File: config.mk
export PLATFORM = sky130hd
export DESIGN_NAME = keyword_lexer_flat
export DESIGN_NICKNAME = d
export VERILOG_FILES = /design/src/design/kwl_pkg.sv /design/src/design/kwl_if.sv /design/src/design/keyword_lexer.sv /design/src/design/kwl_step.sv /design/src/design/kwl_token_fifo.sv /design/src/flat_wrapper.sv
export SDC_FILE = /design/constraint.sdc
export NUM_CORES = 1
export LEC_CHECK = 0
export BUFFER_PORTS_ARGS = -buffer_cell sky130_fd_sc_hd__buf_2
export CAP_MARGIN = 20
export CORE_ASPECT_RATIO = 0.5
export CORE_MARGIN = 1
export CORE_UTILIZATION = 47
export CTS_CLUSTER_DIAMETER = 60
export DETAILED_ROUTE_END_ITERATION = 10
export SKIP_LAST_GASP = 1
export SYNTH_ARGS = -nofsm -noshare
export SYNTH_HDL_FRONTEND = slang
export SYNTH_SLANG_ARGS = --single-unit
File: constraint.sdc
create_clock -name clk -period 6.9 [get_ports clk]
set_clock_uncertainty 0.2 [all_clocks]
set_input_delay 1.035 -clock clk [delete_from_list [all_inputs] [get_ports clk]]
set_output_delay 1.035 -clock clk [all_outputs]
set_load 0.02 [all_outputs]
File: src/design/kwl_pkg.sv
// Package for the keyword lexer: widths, codes, character constants and shared helpers.
package kwl_pkg;

	localparam int POSITION_BITS = 16;
	localparam int KEYWORD_CHARS = 6;
	localparam int PREFIX_W      = 8 * KEYWORD_CHARS;
	localparam int TOK_W         = 16;
	localparam int FIFO_DEPTH    = 4;
	localparam int PTR_W         = $clog2(FIFO_DEPTH);
	localparam int CNT_W         = $clog2(FIFO_DEPTH + 1);

	localparam logic [TOK_W-1:0] LEN_MAX = '1;

	typedef enum logic [1:0] {
		MODE_IDLE   = 2'd0,
		MODE_STRING = 2'd1,
		MODE_NUMBER = 2'd2,
		MODE_WORD   = 2'd3
	} mode_t;

	typedef enum logic [3:0] {
		KIND_CONST  = 4'd0,
		KIND_LPAREN = 4'd1,
		KIND_RPAREN = 4'd2,
		KIND_COMMA  = 4'd3,
		KIND_COLON  = 4'd4,
		KIND_DEFN   = 4'd5,
		KIND_RETURN = 4'd6,
		KIND_INT    = 4'd7,
		KIND_FLOAT  = 4'd8,
		KIND_STR    = 4'd9,
		KIND_BOOL   = 4'd10,
		KIND_VOID   = 4'd11,
		KIND_IDENT  = 4'd12,
		KIND_ERROR  = 4'd13
	} kind_t;

	// Character codes
	localparam logic [7:0] CH_TAB        = 8'h09;
	localparam logic [7:0] CH_NEWLINE    = 8'h0a;
	localparam logic [7:0] CH_SPACE      = 8'h20;
	localparam logic [7:0] CH_QUOTE      = 8'h22;
	localparam logic [7:0] CH_LPAREN     = 8'h28;
	localparam logic [7:0] CH_RPAREN     = 8'h29;
	localparam logic [7:0] CH_COMMA      = 8'h2c;
	localparam logic [7:0] CH_DOT        = 8'h2e;
	localparam logic [7:0] CH_COLON      = 8'h3a;
	localparam logic [7:0] CH_UNDERSCORE = 8'h5f;

	// Keywords packed with the first character in the low byte
	localparam logic [PREFIX_W-1:0] KW_DEFN   = PREFIX_W'(48'h0000_6e66_6564);
	localparam logic [PREFIX_W-1:0] KW_RETURN = PREFIX_W'(48'h6e72_7574_6572);
	localparam logic [PREFIX_W-1:0] KW_INT    = PREFIX_W'(48'h0000_0074_6e69);
	localparam logic [PREFIX_W-1:0] KW_FLOAT  = PREFIX_W'(48'h0074_616f_6c66);
	localparam logic [PREFIX_W-1:0] KW_STR    = PREFIX_W'(48'h0000_0072_7473);
	localparam logic [PREFIX_W-1:0] KW_BOOL   = PREFIX_W'(48'h0000_6c6f_6f62);
	localparam logic [PREFIX_W-1:0] KW_VOID   = PREFIX_W'(48'h0000_6469_6f76);

	typedef struct packed {
		kind_t            kind;
		logic [TOK_W-1:0] start;
		logic [TOK_W-1:0] length;
		logic             last;
	} token_t;

	typedef struct packed {
		logic [1:0] count;
		token_t     first;
		token_t     second;
	} step_out_t;

	function automatic logic is_digit(input logic [7:0] c);
		return (c >= 8'h30) && (c <= 8'h39);
	endfunction

	function automatic logic is_word_char(input logic [7:0] c);
		return ((c >= 8'h61) && (c <= 8'h7a)) || ((c >= 8'h41) && (c <= 8'h5a))
			|| (c == CH_UNDERSCORE);
	endfunction

	function automatic kind_t classify_word(input logic [PREFIX_W-1:0] prefix,
		input logic [TOK_W-1:0] len);
		kind_t k;
		k = KIND_IDENT;
		priority if (len == TOK_W'(4) && prefix == KW_DEFN)   k = KIND_DEFN;
		else if (len == TOK_W'(6) && prefix == KW_RETURN)     k = KIND_RETURN;
		else if (len == TOK_W'(3) && prefix == KW_INT)        k = KIND_INT;
		else if (len == TOK_W'(5) && prefix == KW_FLOAT)      k = KIND_FLOAT;
		else if (len == TOK_W'(3) && prefix == KW_STR)        k = KIND_STR;
		else if (len == TOK_W'(4) && prefix == KW_BOOL)       k = KIND_BOOL;
		else if (len == TOK_W'(4) && prefix == KW_VOID)       k = KIND_VOID;
		else                                                  k = KIND_IDENT;
		return k;
	endfunction

	function automatic token_t make_token(input kind_t kind, input logic [TOK_W-1:0] start,
		input logic [TOK_W-1:0] length);
		token_t t;
		t.kind   = kind;
		t.start  = start;
		t.length = length;
		t.last   = 1'b0;
		return t;
	endfunction

endpackage

File: src/design/kwl_if.sv
// Channel interfaces of the keyword lexer: character input and token output.
interface kwl_char_if;
	logic       valid;
	logic       ready;
	logic [7:0] ch;
	logic       end_of_input;

	modport source (output valid, output ch, output end_of_input, input ready);
	modport sink   (input valid, input ch, input end_of_input, output ready);
endinterface

interface kwl_token_if;
	logic        valid;
	logic        ready;
	logic [3:0]  token_kind;
	logic [15:0] token_start;
	logic [15:0] token_length;
	logic        last_of_run;

	modport source (output valid, output token_kind, output token_start,
		output token_length, output last_of_run, input ready);
	modport sink   (input valid, input token_kind, input token_start,
		input token_length, input last_of_run, output ready);
endinterface

File: src/design/keyword_lexer.sv
// Keyword lexer top level: input register, step logic and result queue.
// Path: a character taken goes into the input register; the step logic lexes it from there once the
//   queue has room, and its tokens are written into the result queue, which feeds the token channel.
// Throughput: one character per cycle while the four-entry queue has room for two tokens;
//   the token channel gives one token per cycle while ready is high, a character's two in turn.
// Reset: arst_n clears lexer state, position counter, input register and queue at once.
module keyword_lexer (
	input  logic        clk,
	input  logic        arst_n,
	kwl_char_if.sink    chars,
	kwl_token_if.source tokens
);
	import kwl_pkg::*;

	// Input register: hold one character until the step logic takes it
	logic       valid_s1;
	logic [7:0] ch_s1;
	logic       eoi_s1;

	logic       space_ok;
	logic       fire;
	step_out_t  result;
	step_out_t  push;

	// Advance the character only when the queue can take every token it may cause
	assign fire        = valid_s1 && space_ok;
	assign chars.ready = !valid_s1 || fire;

	always_ff @(posedge clk or negedge arst_n) begin
		if (!arst_n) begin
			valid_s1 <= 1'b0;
		end else if (chars.ready) begin
			valid_s1 <= chars.valid;
		end
	end

	always_ff @(posedge clk) begin
		if (chars.valid && chars.ready) begin
			ch_s1  <= chars.ch;
			eoi_s1 <= chars.end_of_input;
		end
	end

	kwl_step u_step (
		.clk          (clk),
		.arst_n       (arst_n),
		.fire         (fire),
		.ch           (ch_s1),
		.end_of_input (eoi_s1),
		.result       (result)
	);

	// Drop the tokens of a step that does not fire
	always_comb begin
		push = result;
		if (!fire)
			push.count = 2'd0;
	end

	kwl_token_fifo u_fifo (
		.clk      (clk),
		.arst_n   (arst_n),
		.push     (push),
		.space_ok (space_ok),
		.tokens   (tokens)
	);

endmodule

File: src/design/kwl_step.sv
// Lexer state registers and the single-pass step logic for one character.
module kwl_step (
	input  logic                 clk,
	input  logic                 arst_n,
	input  logic                 fire,
	input  logic [7:0]           ch,
	input  logic                 end_of_input,
	output kwl_pkg::step_out_t   result
);
	import kwl_pkg::*;

	mode_t                    mode_q;
	logic [POSITION_BITS-1:0] pos_q;
	logic [POSITION_BITS-1:0] start_q;
	logic [PREFIX_W-1:0]      prefix_q;
	logic [TOK_W-1:0]         len_q;

	mode_t                    mode_mid, mode_d;
	logic [POSITION_BITS-1:0] start_mid, start_d, pos_d, pos_inc;
	logic [PREFIX_W-1:0]      prefix_mid, prefix_d;
	logic [TOK_W-1:0]         len_mid, len_d, len_inc;
	logic                     taken;
	logic                     r1_v, r2_v, r3_v;
	token_t                   r1, r2, r3;

	function automatic logic [PREFIX_W-1:0] add_char(input logic [PREFIX_W-1:0] p,
		input logic [TOK_W-1:0] len, input logic [7:0] c);
		logic [PREFIX_W-1:0] r;
		r = p;
		for (int i = 0; i < KEYWORD_CHARS; i++) begin
			if (len == TOK_W'(i))
				r[8*i +: 8] = c;
		end
		return r;
	endfunction

	assign pos_inc = (pos_q == '1) ? pos_q : pos_q + 1'b1;
	assign len_inc = (len_q == LEN_MAX) ? len_q : len_q + 1'b1;

	always_comb begin
		mode_mid   = mode_q;
		start_mid  = start_q;
		prefix_mid = prefix_q;
		len_mid    = len_q;
		taken      = 1'b0;
		r1_v       = 1'b0;
		r2_v       = 1'b0;
		r3_v       = 1'b0;
		r1         = make_token(KIND_CONST, TOK_W'(start_q), len_q);
		r2         = make_token(KIND_ERROR, TOK_W'(pos_q), TOK_W'(1));
		r3         = make_token(KIND_CONST, TOK_W'(start_mid), len_mid);

		// Continue or close the pending token
		unique case (mode_q)
			MODE_STRING: begin
				taken = 1'b1;
				if (ch == CH_QUOTE) begin
					r1_v       = 1'b1;
					mode_mid   = MODE_IDLE;
					prefix_mid = '0;
					len_mid    = '0;
				end else begin
					len_mid = len_inc;
				end
			end
			MODE_NUMBER: begin
				if (is_digit(ch) || ch == CH_DOT) begin
					len_mid = len_inc;
					taken   = 1'b1;
				end else begin
					r1_v       = 1'b1;
					mode_mid   = MODE_IDLE;
					prefix_mid = '0;
					len_mid    = '0;
				end
			end
			MODE_WORD: begin
				if (is_word_char(ch)) begin
					prefix_mid = add_char(prefix_q, len_q, ch);
					len_mid    = len_inc;
					taken      = 1'b1;
				end else begin
					r1_v       = 1'b1;
					r1.kind    = classify_word(prefix_q, len_q);
					mode_mid   = MODE_IDLE;
					prefix_mid = '0;
					len_mid    = '0;
				end
			end
			MODE_IDLE: begin
			end
		endcase

		// Start a new token from this character
		if (!taken) begin
			priority if (ch == CH_SPACE || ch == CH_TAB || ch == CH_NEWLINE) begin
			end else if (ch == CH_QUOTE) begin
				if (!end_of_input) begin
					mode_mid   = MODE_STRING;
					start_mid  = pos_inc;
					prefix_mid = '0;
					len_mid    = '0;
				end
			end else if (ch == CH_LPAREN) begin
				r2_v    = 1'b1;
				r2.kind = KIND_LPAREN;
			end else if (ch == CH_RPAREN) begin
				r2_v    = 1'b1;
				r2.kind = KIND_RPAREN;
			end else if (ch == CH_COMMA) begin
				r2_v    = 1'b1;
				r2.kind = KIND_COMMA;
			end else if (ch == CH_COLON) begin
				r2_v    = 1'b1;
				r2.kind = KIND_COLON;
			end else if (is_digit(ch)) begin
				mode_mid   = MODE_NUMBER;
				start_mid  = pos_q;
				prefix_mid = '0;
				len_mid    = TOK_W'(1);
			end else if (is_word_char(ch)) begin
				mode_mid   = MODE_WORD;
				start_mid  = pos_q;
				prefix_mid = PREFIX_W'(ch);
				len_mid    = TOK_W'(1);
			end else begin
				r2_v = 1'b1;
			end
		end

		// End of text closes whatever is still pending
		r3 = make_token(KIND_CONST, TOK_W'(start_mid), len_mid);
		if (end_of_input) begin
			unique case (mode_mid)
				MODE_STRING, MODE_NUMBER: r3_v = 1'b1;
				MODE_WORD: begin
					r3_v    = 1'b1;
					r3.kind = classify_word(prefix_mid, len_mid);
				end
				MODE_IDLE: r3_v = 1'b0;
			endcase
		end

		result.count  = 2'(r1_v) + 2'(r2_v) + 2'(r3_v);
		result.first  = r1_v ? r1 : (r2_v ? r2 : r3);
		result.second = (r1_v && r2_v) ? r2 : r3;
		result.first.last  = (result.count == 2'd1);
		result.second.last = 1'b1;

		if (end_of_input) begin
			mode_d   = MODE_IDLE;
			pos_d    = '0;
			start_d  = '0;
			prefix_d = '0;
			len_d    = '0;
		end else begin
			mode_d   = mode_mid;
			pos_d    = pos_inc;
			start_d  = start_mid;
			prefix_d = prefix_mid;
			len_d    = len_mid;
		end
	end

	always_ff @(posedge clk or negedge arst_n) begin
		if (!arst_n) begin
			mode_q   <= MODE_IDLE;
			pos_q    <= '0;
			start_q  <= '0;
			prefix_q <= '0;
			len_q    <= '0;
		end else if (fire) begin
			mode_q   <= mode_d;
			pos_q    <= pos_d;
			start_q  <= start_d;
			prefix_q <= prefix_d;
			len_q    <= len_d;
		end
	end

endmodule

File: src/design/kwl_token_fifo.sv
// Result queue: takes up to two tokens a cycle and hands out one per transaction.
module kwl_token_fifo (
	input  logic               clk,
	input  logic               arst_n,
	input  kwl_pkg::step_out_t push,
	output logic               space_ok,
	kwl_token_if.source        tokens
);
	import kwl_pkg::*;

	token_t           mem [FIFO_DEPTH];
	logic [PTR_W-1:0] wr_q, rd_q;
	logic [CNT_W-1:0] count_q;
	logic             pop;
	token_t           head;

	assign space_ok = count_q <= CNT_W'(FIFO_DEPTH - 2);
	assign pop      = (count_q != '0) && tokens.ready;
	assign head     = mem[rd_q];

	assign tokens.valid        = (count_q != '0);
	assign tokens.token_kind   = head.kind;
	assign tokens.token_start  = head.start;
	assign tokens.token_length = head.length;
	assign tokens.last_of_run  = head.last;

	always_ff @(posedge clk) begin
		if (push.count != 2'd0)
			mem[wr_q] <= push.first;
		if (push.count == 2'd2)
			mem[PTR_W'(wr_q + 1'b1)] <= push.second;
	end

	always_ff @(posedge clk or negedge arst_n) begin
		if (!arst_n) begin
			wr_q    <= '0;
			rd_q    <= '0;
			count_q <= '0;
		end else begin
			wr_q    <= PTR_W'(wr_q + PTR_W'(push.count));
			rd_q    <= PTR_W'(rd_q + PTR_W'(pop));
			count_q <= CNT_W'(count_q + CNT_W'(push.count) - CNT_W'(pop));
		end
	end

	a_count_bound: assert property (@(posedge clk) disable iff (!arst_n)
		count_q <= CNT_W'(FIFO_DEPTH))
		else $error("token queue overfilled");

	a_push_has_room: assert property (@(posedge clk) disable iff (!arst_n)
		(push.count != 2'd0) |-> (count_q <= CNT_W'(FIFO_DEPTH - 2)))
		else $error("tokens pushed without room for two");

	a_count_tracks: assert property (@(posedge clk) disable iff (!arst_n)
		1'b1 |=> (count_q == CNT_W'($past(count_q) + CNT_W'($past(push.count))
			- CNT_W'($past(pop)))))
		else $error("token queue fill level lost track");

endmodule
File: src/flat_wrapper.sv
// flat-port wrapper written by rule: the top's interface ports become plain ports
module keyword_lexer_flat import kwl_pkg::*;
  (clk, arst_n, chars_valid, chars_ch, chars_end_of_input, chars_ready, tokens_valid, tokens_token_kind, tokens_token_start, tokens_token_length, tokens_last_of_run, tokens_ready);
  kwl_char_if chars_i ();
  kwl_token_if tokens_i ();
  input  logic clk;
  input  logic arst_n;
  input wire logic [$bits(chars_i.valid)-1:0] chars_valid;
  input wire logic [$bits(chars_i.ch)-1:0] chars_ch;
  input wire logic [$bits(chars_i.end_of_input)-1:0] chars_end_of_input;
  output wire logic [$bits(chars_i.ready)-1:0] chars_ready;
  output wire logic [$bits(tokens_i.valid)-1:0] tokens_valid;
  output wire logic [$bits(tokens_i.token_kind)-1:0] tokens_token_kind;
  output wire logic [$bits(tokens_i.token_start)-1:0] tokens_token_start;
  output wire logic [$bits(tokens_i.token_length)-1:0] tokens_token_length;
  output wire logic [$bits(tokens_i.last_of_run)-1:0] tokens_last_of_run;
  input wire logic [$bits(tokens_i.ready)-1:0] tokens_ready;
  assign chars_i.valid = chars_valid;
  assign chars_i.ch = chars_ch;
  assign chars_i.end_of_input = chars_end_of_input;
  assign chars_ready = chars_i.ready;
  assign tokens_valid = tokens_i.valid;
  assign tokens_token_kind = tokens_i.token_kind;
  assign tokens_token_start = tokens_i.token_start;
  assign tokens_token_length = tokens_i.token_length;
  assign tokens_last_of_run = tokens_i.last_of_run;
  assign tokens_i.ready = tokens_ready;
  keyword_lexer u_core (.clk(clk), .arst_n(arst_n), .chars(chars_i), .tokens(tokens_i));
endmodule
==> flow_metrics.env <==
export IMPL_async_flop_share=0.4030
export IMPL_maxCapViolCount=0
export IMPL_drive_above_1_share=0.1344
export IMPL_finalCritPeriodShare=0.9368
export IMPL_wl_per_cell_um=28.03
export IMPL_clk_latency_ns=0.58
export IMPL_worstHoldPathCells=1
export IMPL_clock_path_buffers=3
export IMPL_synth_compound_area_frac=0.2316
export IMPL_dieArea_mm2=0.03566
export IMPL_ys_seq_elements=263
export IMPL_cp_data_arrival_time_ns=6.59
export IMPL_finalHoldViolCount=0
export IMPL_syn_nets=1735
export IMPL_clkTransAtPathRegs_ns=0.07
export IMPL_synth_top_family_by_area="compound AO/OA/AOI/OAI gates"
export IMPL_synth_flop_cell="edfxtp_1"
export IMPL_synth_edf_count=153
export IMPL_cp_max_fo=18
export IMPL_grt_max_degree=61
export IMPL_power_frac_comb=0.490
export IMPL_setup_viol=0
export IMPL_worstSetupStartpointType="flip-flop"
export IMPL_gp_congestion=0.9805
export IMPL_hold_ws_ns=0.2691
export IMPL_cts_hold_buffers=0
export IMPL_ir_worst_vdd_mv=0.5022
export IMPL_cts_tree="yes"
export IMPL_rr_worst_depth=13
export IMPL_seqPwrFrac=0.306
export IMPL_max_freq_mhz=154.7
export IMPL_cts_buffers_inserted=26
export IMPL_syn_avg_cell_area_um2=9.583
export IMPL_synth_cells=1710
export IMPL_start_util=0.4863
export IMPL_ant_nets=0
export IMPL_final_cells=2200
export IMPL_grt_pass1_wl_um=91780
export IMPL_pre_cts_slack_ns=0.6582
export IMPL_clock_sinks=263
export IMPL_cts_htree_levels=1
export IMPL_die_x_um=266.1
export IMPL_setup_slack_ns=0.4363
export IMPL_regToRegEndpoint="u_core.u_fifo.mem[0][10]"
export IMPL_grt_overflow=0
export IMPL_hold_path_class="reg2reg"
export IMPL_clockPowerShare=0.204
export IMPL_min_period_ns=6.464
export IMPL_crit_required_ns=7.02
export IMPL_cell_internal_pwr_mw=4.010
export IMPL_dpl_cell_area_mm2=0.01715
export IMPL_synth_seq_area_share=0.4471
export IMPL_final_util=0.5361
export IMPL_fp_dieH_um=134.0
export IMPL_postCtsSetupBuffers=0
export IMPL_worstHoldStart="u_core.u_fifo.mem[2][0]"
export IMPL_synthAdderAreaFrac=0.01008
export IMPL_critical_path_class="reg2reg"
export IMPL_p_leak_nw=6.386
export IMPL_io_buffers=51
export IMPL_dr_pass1_iters=6
export IMPL_maxSlewViolCount=0
export IMPL_drt_initial_drc_count=2325
export IMPL_coreArea_mm2=0.03370
export IMPL_r2r_start="u_core.ch_s1[0]"
export IMPL_rows=47
export IMPL_p_sw_frac=0.4701
export IMPL_yosys_warnings=0
export IMPL_regToRegSetupSlack_ns=0.44
export IMPL_grt_antenna_before_repair=0
export IMPL_synth_mux_area_frac=0.06009
export IMPL_synthSimpleGateAreaFrac=0.1995
export IMPL_synth_xor_area_share=0.01122
export IMPL_rsz0062_at_grt="false"
export IMPL_worstHoldEndpoint="u_core.u_fifo.mem[2][0]"
export IMPL_root_buffer="clkbuf_16"
export IMPL_hpwl_um=45010
export IMPL_status="finished clean"
export IMPL_total_power_mw=7.569
export IMPL_grt_pass1_vias=14110
export IMPL_n_fill_cell=3070
export IMPL_synth_cell_type_count=91
export IMPL_drc=0
export IMPL_track_usage=0.3438
export IMPL_via_per_inst=6.921
export IMPL_tightest_slew_ns=1.176
export IMPL_dp_cells=2149
export IMPL_fin_area_mm2=0.01806
export IMPL_cts_resized=0
export IMPL_power_density_mw_per_mm2=419.0
export IMPL_relSlewSlack=0.2090
export IMPL_setup_tns_ns=0
export IMPL_area_growth_syn_to_layout_pct=10.23
export IMPL_end_kind="flip-flop"
export IMPL_num_vias=15230
export IMPL_drt_total_wl_um=61660
export IMPL_nets=1738
export IMPL_synthesis_area_mm2=0.01639
export IMPL_switchingPower_mw=3.558
export IMPL_ios=52
[worst max-delay path by stage]
| stage | from | to | slack [ns] | depth (start not counted) |
|---|---|---|---|---|
| 2_1_floorplan | u_core.ch_s1[3] | u_core.u_fifo.mem[0][10] | 1.62 | 15 |
| 3_3_place_gp | u_core.ch_s1[0] | u_core.u_fifo.mem[0][12] | 0.98 | 13 |
| 3_5_place_dp | u_core.ch_s1[0] | u_core.u_fifo.mem[0][10] | 0.66 | 13 |
| 4_1_cts | u_core.ch_s1[0] | u_core.u_fifo.mem[0][10] | 0.60 | 13 |
| 5_1_grt | u_core.ch_s1[0] | u_core.u_fifo.mem[0][14] | 0.18 | 13 |
| 6_report | u_core.ch_s1[0] | u_core.u_fifo.mem[0][10] | 0.44 | 13 |
[Yosys cell counts (13+ instances only)]
library cell,instances,area [µm²]
o211ai_1,15,112.6
mux4_2,37,833.3
a21oi_1,90,450.4
edfxtp_1,153,4594
o21ai_0,118,590.6
and2_1,18,112.6
nor3_1,46,230.2
a22oi_1,22,165.2
or3_1,14,87.58
clkbuf_1,108,405.4
dfrtp_1,106,2653
o221ai_1,20,175.2
nand3_1,58,290.3
inv_1,26,97.59
nor4_1,32,200.2
o22ai_1,71,444.2
a22o_1,81,709.4
buf_2,19,95.09
nor2_1,115,431.7
nor2b_1,13,81.33
and3_1,14,87.58
nand4_1,35,219.0
mux2i_1,14,140.1
nand2_1,211,792.0
nand2b_1,18,112.6
[critical path, stage by stage (launching register included)]
cell	delay, ns
edfxtp_1	0.68
nor4_1	0.63
o21ba_1	0.40
nor3b_1	0.11
o21ai_0	0.51
and2_1	0.40
a22oi_1	0.16
a21oi_1	0.52
fa_1	0.64
o21ai_1	0.45
or3_1	0.70
nor2_1	0.26
buf_4	0.28
a22o_1	0.25
[power by group through the flow]
stage	logic, mW	clock network (mW)	registers (mW)
floorplan	2.35	0	2.20
global placement	3.55	0	2.33
detailed placement	3.59	0	2.34
CTS	3.61	1.56	2.31
global route	3.91	1.61	2.35
finish	3.71	1.54	2.32
[cells by family (layout without fill, tap and decap cells)]
kind of cell	after synthesis	in the layout
buffers and inverters	166	189
muxes	52	52
adders and majority gates	12	12
AOI/OAI and AO/OA	549	549
xor gates and xnor gates	21	21
DFF	263	263
and+or+nand+nor	647	647
other	0	2
[final cells by class]
class | count | area [µm²] | area share
Tap cell | 465 | 581.8 | 0.03221
Multi-Input combinational cell | 1281 | 8406 | 0.4653
Clock inverter | 12 | 160.2 | 0.008866
Sequential cell | 263 | 7328 | 0.4057
Timing Repair Buffer | 114 | 743.2 | 0.04114
Inverter | 27 | 101.3 | 0.005611
Antenna cell | 2 | 5.005 | 0.0002771
Clock buffer | 36 | 738.2 | 0.04087
[layer usage]
layer | wire [µm] | GRT usage | up-vias
li1 | - | - | 6657
met1 | 27790 | 0.5276 | 7498
met2 | 25360 | 0.4888 | 968
met3 | 7068 | 0.07582 | 103
met4 | 1438 | 0.08238 | 0
met5 | 0 | 0 | -
[state kept, by name, indices dropped and copies added, names as in the netlist]
name / count
u_core.u_fifo.count_q: 3
u_core.u_fifo.wr_q: 2
u_core.u_step.prefix_q: 48
u_core.u_step.start_q: 16
u_core.u_step.len_q: 16
u_core.eoi_s1: 1
u_core.u_fifo.rd_q: 2
u_core.u_fifo.mem: 148
u_core.valid_s1: 1
u_core.u_step.pos_q: 16
u_core.ch_s1: 8
u_core.u_step.mode_q: 2
[placed cells by master, fill, tap and decap left out, types with 13 or more instances in the layout]
cell type / n
nand2_1: 210
edfxtp_1: 153
o21ai_0: 118
nor2_1: 115
dfrtp_1: 105
a21oi_1: 90
a22o_1: 81
o22ai_1: 71
buf_4: 62
nand3_1: 58
buf_2: 50
nor3_1: 45
mux4_2: 37
nand4_1: 35
nor4_1: 32
inv_1: 26
clkbuf_16: 26
a22oi_1: 22
o221ai_1: 20
and2_1: 19
nand2b_1: 18
o211ai_1: 15
and3_1: 14
or3_1: 14
mux2i_1: 14
nor2b_1: 13
No activity file was read; power rests on OpenSTA's default activity.
